### config.mk
export PLATFORM = sky130hd
export DESIGN_NAME = pds_cell
export DESIGN_NICKNAME = d
export VERILOG_FILES = /design/src/hw/rtl/pds_pkg.sv /design/src/hw/rtl/pds_cell.sv
export SDC_FILE = /design/constraint.sdc
export NUM_CORES = 1
export LEC_CHECK = 0
export BUFFER_PORTS_ARGS = -buffer_cell sky130_fd_sc_hd__buf_2
export CORE_ASPECT_RATIO = 0.7
export CORE_MARGIN = 3
export CORE_UTILIZATION = 35
export DETAILED_ROUTE_END_ITERATION = 8
export PLACE_DENSITY = 0.79
export RECOVER_POWER = 25
export SLEW_MARGIN = 20
export SYNTH_ARGS = -nofsm -noshare
export SYNTH_HDL_FRONTEND = slang
export SYNTH_SLANG_ARGS = --single-unit
### constraint.sdc
create_clock -name clk_i -period 3.6 [get_ports clk_i]
set_input_delay 0 -clock clk_i [delete_from_list [all_inputs] [get_ports clk_i]]
set_output_delay 0 -clock clk_i [all_outputs]
set_load 0.05 [all_outputs]
### src/hw/rtl/pds_pkg.sv
// ----------------------------------------------------------------------------
// pds_pkg
// Types, register codes and fixed-point helpers of the particle sort block.
// ----------------------------------------------------------------------------
`default_nettype none

package pds_pkg;

  localparam int MaxParticles = 64;

  typedef struct packed {
    logic signed [31:0] loc_x;
    logic signed [31:0] loc_y;
    logic signed [31:0] loc_z;
    logic signed [31:0] size_x;
    logic signed [31:0] size_y;
    logic        [31:0] color_rgba;
    logic        [16:0] relative_time;
    logic        [30:0] lifetime;
    logic signed [31:0] rotation_rate;
    logic               last_particle;
  } in_word_t;

  typedef struct packed {
    logic signed [31:0] out_pos_x;
    logic signed [31:0] out_pos_y;
    logic signed [31:0] out_pos_z;
    logic signed [31:0] out_rotation;
    logic signed [31:0] out_size_x;
    logic signed [31:0] out_size_y;
    logic        [31:0] out_color;
    logic               out_last;
  } out_word_t;

  // one stored particle record
  typedef struct packed {
    logic [31:0] pos_x;
    logic [31:0] pos_y;
    logic [31:0] pos_z;
    logic [31:0] rotation;
    logic [31:0] size_x;
    logic [31:0] size_y;
    logic [31:0] color;
  } rec_t;

  typedef enum logic [2:0] {
    RegSortMode = 3'd0,
    RegScaleX   = 3'd1,
    RegScaleY   = 3'd2,
    RegScaleZ   = 3'd3,
    RegCameraX  = 3'd4,
    RegCameraY  = 3'd5,
    RegCameraZ  = 3'd6
  } reg_e;

  typedef enum logic [2:0] {
    StIdle,
    StMul1,
    StMul2,
    StIns,
    StRead,
    StOut
  } state_e;

  typedef struct packed {
    logic insert;
    logic pop;
    logic clear;
  } cell_ctrl_t;

  localparam logic [1:0] ModeNone = 2'd0;
  localparam logic [1:0] ModeAge  = 2'd1;

  // floor a Q32.32-style product back to Q16.16 and saturate
  function automatic logic signed [31:0] qsat(input logic signed [63:0] p);
    logic signed [47:0] s;
    s = 48'(p >>> 16);
    if (s > 48'sh0000_7FFF_FFFF) begin
      return 32'sh7FFF_FFFF;
    end else if (s < -48'sh0000_8000_0000) begin
      return 32'sh8000_0000;
    end else begin
      return s[31:0];
    end
  endfunction

endpackage

`default_nettype wire

### src/hw/rtl/pds_cell.sv
// ----------------------------------------------------------------------------
// pds_cell
// One cell of the sorted chain: a key and the slot index of its record.
// ----------------------------------------------------------------------------
`default_nettype none

module pds_cell #(
  parameter int IdxW = 6
) (
  input  wire logic                 clk_i,
  input  wire logic                 rst_ni,
  input  wire pds_pkg::cell_ctrl_t  ctrl_i,
  input  wire logic [63:0]          new_key_i,
  input  wire logic [IdxW-1:0]      new_idx_i,
  input  wire logic                 left_stay_i,
  input  wire logic                 left_valid_i,
  input  wire logic [63:0]          left_key_i,
  input  wire logic [IdxW-1:0]      left_idx_i,
  input  wire logic                 right_valid_i,
  input  wire logic [63:0]          right_key_i,
  input  wire logic [IdxW-1:0]      right_idx_i,
  output logic                      stay_o,
  output logic                      valid_o,
  output logic [63:0]               key_o,
  output logic [IdxW-1:0]           idx_o
);

  logic            valid_q;
  logic [63:0]     key_q;
  logic [IdxW-1:0] idx_q;

  // equal keys stay ahead of the newcomer
  assign stay_o = valid_q && (key_q >= new_key_i);

  always_ff @(posedge clk_i or negedge rst_ni) begin
    if (!rst_ni) begin
      valid_q <= 1'b0;
    end else if (ctrl_i.clear) begin
      valid_q <= 1'b0;
    end else if (ctrl_i.pop) begin
      valid_q <= right_valid_i;
    end else if (ctrl_i.insert && !stay_o) begin
      valid_q <= left_stay_i ? 1'b1 : left_valid_i;
    end
  end

  always_ff @(posedge clk_i) begin
    if (ctrl_i.pop) begin
      key_q <= right_key_i;
      idx_q <= right_idx_i;
    end else if (ctrl_i.insert && !stay_o) begin
      key_q <= left_stay_i ? new_key_i : left_key_i;
      idx_q <= left_stay_i ? new_idx_i : left_idx_i;
    end
  end

  assign valid_o = valid_q;
  assign key_o   = key_q;
  assign idx_o   = idx_q;

endmodule

`default_nettype wire

==> results.cfg <==
[status]
status = finished, violations left
violations = capacitance limit, slew limit

[synthesis]
synth_seq_area_share = 0.409
synthArstFlopShare = 0.0141
synth_ff_type = edfxtp_1
yosys_warnings = 0
ys_top_cells_by_area = edfxtp_1, ha_1, mux2i_1, o21ai_0, nand2_1
synth.most_common_cell = nand2_1
syn_avg_cell_area_sq_um = 9.60
synth_common_cells = nand2_1, o21ai_0, edfxtp_1, mux2i_1, inv_1
syn_area_sq_um = 5200
synth_top_area_frac = 0.404
netlist_instances = 542
synth_area_leader_cell = edfxtp_1
synth_edf_count = 70
synth.distinct_cells = 35
ys_ff_latch = 71
synth_nets = 824

[die]
chipHeight_microns = 108
core_area_sq_um = 14200
rows = 36
dieArea_sq_um = 16400
die_width_microns = 152
start_util = 0.366
ioPinCount = 290

[timing]
finalClockSkew_ns = 0.00693
fin_crit_sh = 0.849
setup_viol = 0
worstMarginPinSlew_ns = 1.63
rsz0062_at_grt = no
fin_setup_tns_ns = 0
fin_ws_ns = 0.544
fin_crit_ns = 3.06
finalMaxSlewViolations = 50
fmax_mhz = 327
hold_viol = 0
max_slew_margin = -0.0881

[critical_path]
worstRegToRegCells = 9
rr_startpoint = key_o[0]
critPathTopFamily = compound AO/OA/AOI/OAI gates
slowest_stage = o41ai_1
critPathLaunchType = register
path_cells = inv_1, ha_1, nor2_1, a21oi_1, o31ai_1, a2111oi_0, o41ai_1, a31o_4, buf_12
cpPeakStageDelay_ns = 0.72
crit_buf_inv = 2
r2r_end = key_o[19]
worstSetupPathDepth = 9
cp_data_arrival_time_ns = 3.03
r2r_slack_ns = 0.54
path_class = register to register
crit_fanout = 70
end_kind = register
cp.required_ns = 3.58

[global_route]
grt_max_degree = 79
grt_use_total = 0.199
grt_pass1_wl_microns = 25400
grt_pass1_vias = 5237
grt_most_used_layer = met2
grt_antenna_before_repair = 1
grt_overflow_total = 0
met2_usage = 0.364
met3_usage = 0.0616
met1_usage = 0.228

[cts]
clock_sinks = 71
clockBufferDepth = 2
postCtsResizedCells = 0
cts_made_buffers = 9
htree_num_levels = 3
cts_root_buffer = clkbuf_16
worstSkewPairLatency_ns = 0.33
tritoncts = done
path_clk_slew_ns = 0.06

[worst_hold_path]
hp-class = primary input to register
min_delay_path_depth = 3
worstHoldStart = right_key_i[62]
hold_end = key_o[62]

[place]
place_congestion = 0.869
dp_slack_ns = 0.509
place_hpwl_microns = 13000
port_buffers = 289

[job]
max_cap_violations = 1

[detailed_routing]
routedWlPerCell_microns = 15.8
drt_first_pass_iters = 4
vias = 5255
viasPerCell = 4.85
wirelength_microns = 17100
drtIter0Drc = 230
antenna_left = 0
drc = 0

[layout]
area_growth_pct = 48.5
fin_util = 0.543
fin_nets = 1170
fillers = 1336
layout-drive-gt1-share = 0.297

[pwr]
power_leakage_nw = 3.92
power.density_nw_per_um2 = 367
ir_drop_mv = 0.191
## power by group
| part | switching (W) | total, W | internal [W] |
|---|---|---|---|
| Sequential | 0.0000464 | 0.00107 | 0.00102 |
| Combinational | 0.000639 | 0.000981 | 0.000342 |
| Clock | 0.000325 | 0.000788 | 0.000463 |
| Total | 0.00101 | 0.00283 | 0.00182 |
## final cells by class
type	count	area, sq um	area share
Multi-Input combinational cell	380	2740	0.355
Sequential cell	71	2130	0.275
Timing Repair Buffer	359	2110	0.273
Inverter	67	251	0.0326
Tap cell	190	238	0.0308
Clock buffer	12	236	0.0306
Clock inverter	4	22.5	0.00291
Antenna cell	1	2.50	0.000324
## registers in the layout (all words and copies together) (netlist names)
signal,cells
idx_o,6
valid_o,1
key_o,64
## cell families (layout without fill, tap and decap cells)
| group | after synthesis | after routing | synth area share |
|---|---|---|---|
| compound gates | 125 | 125 | 0.134 |
| simple gates | 121 | 121 | 0.103 |
| buf+inv | 91 | 442 | 0.0661 |
| flops | 71 | 71 | 0.409 |
| mux | 70 | 70 | 0.135 |
| fa+ha+maj | 64 | 64 | 0.154 |
| other cells | 0 | 1 | 0 |
## per-stage QoR
| stage | hold WS (ns) | power, W | std cells | cell area (sq um) |
|---|---|---|---|---|
| finish | 0.00640 | 0.00283 | 1084 | 7730 |
| global route | 0.00952 | 0.00300 | 1084 | 7730 |
| CTS | 0.00259 | 0.00288 | 1083 | 7790 |
| detailed placement | -0.221 | 0.00201 | 1000 | 6860 |
| global placement | -0.225 | 0.00199 | 1000 | 6860 |
| floorplan | -0.296 | 0.00169 | 542 | 5200 |
## worst reg2reg max path, cell delays in order (launching register included)
cell,delay [ns]
edfxtp_1,0.39
inv_1,0.08
ha_1,0.22
nor2_1,0.09
a21oi_1,0.07
o31ai_1,0.27
a2111oi_0,0.20
o41ai_1,0.72
a31o_4,0.28
buf_12,0.33
## how the worst max path moves through the flow
| stage | startpoint | to | slack, ns |
|---|---|---|---|
| 2_1_floorplan | key_o[62] | idx_o[0] | 0.18 |
| 3_3_place_gp | key_o[1] | key_o[26] | 0.52 |
| 3_5_place_dp | key_o[1] | key_o[28] | 0.51 |
| 4_1_cts | key_o[1] | key_o[16] | 0.49 |
| 5_1_grt | key_o[0] | key_o[19] | 0.27 |
| 6_report | key_o[0] | key_o[19] | 0.54 |
## layer usage
metal,share of wire,wire [microns],vias up
met4,0.014,239,0
met5,0,0,-
met2,0.49,8440,210
met3,0.085,1440,21
li1,-,-,2633
met1,0.41,6960,2391
## placed cells by master (no fill, tap or decap), drive strengths merged, types with 2 or more instances in the layout
cell type and count:
a211oi 2, a21o 5, a21oi 27, a221oi 3, buf 243, clkbuf 61
clkinv 3, dlygate4sd3 67, edfxtp 70, ha 64, inv 67, mux2i 70
nand2 86, nand2b 2, nand3 6, nand4 11, nor2 9, nor2b 2
nor3 2, nor4 3, o21ai 80
## timing repair
| item | 4_1_cts | 5_1_grt |
|---|---|---|
| endpoints found under the hold margin | 65 | 0 |
| hold buffers | 67 | 0 |
| setup buffers | 0 | 0 |
Power figures use the tool's default switching activity.
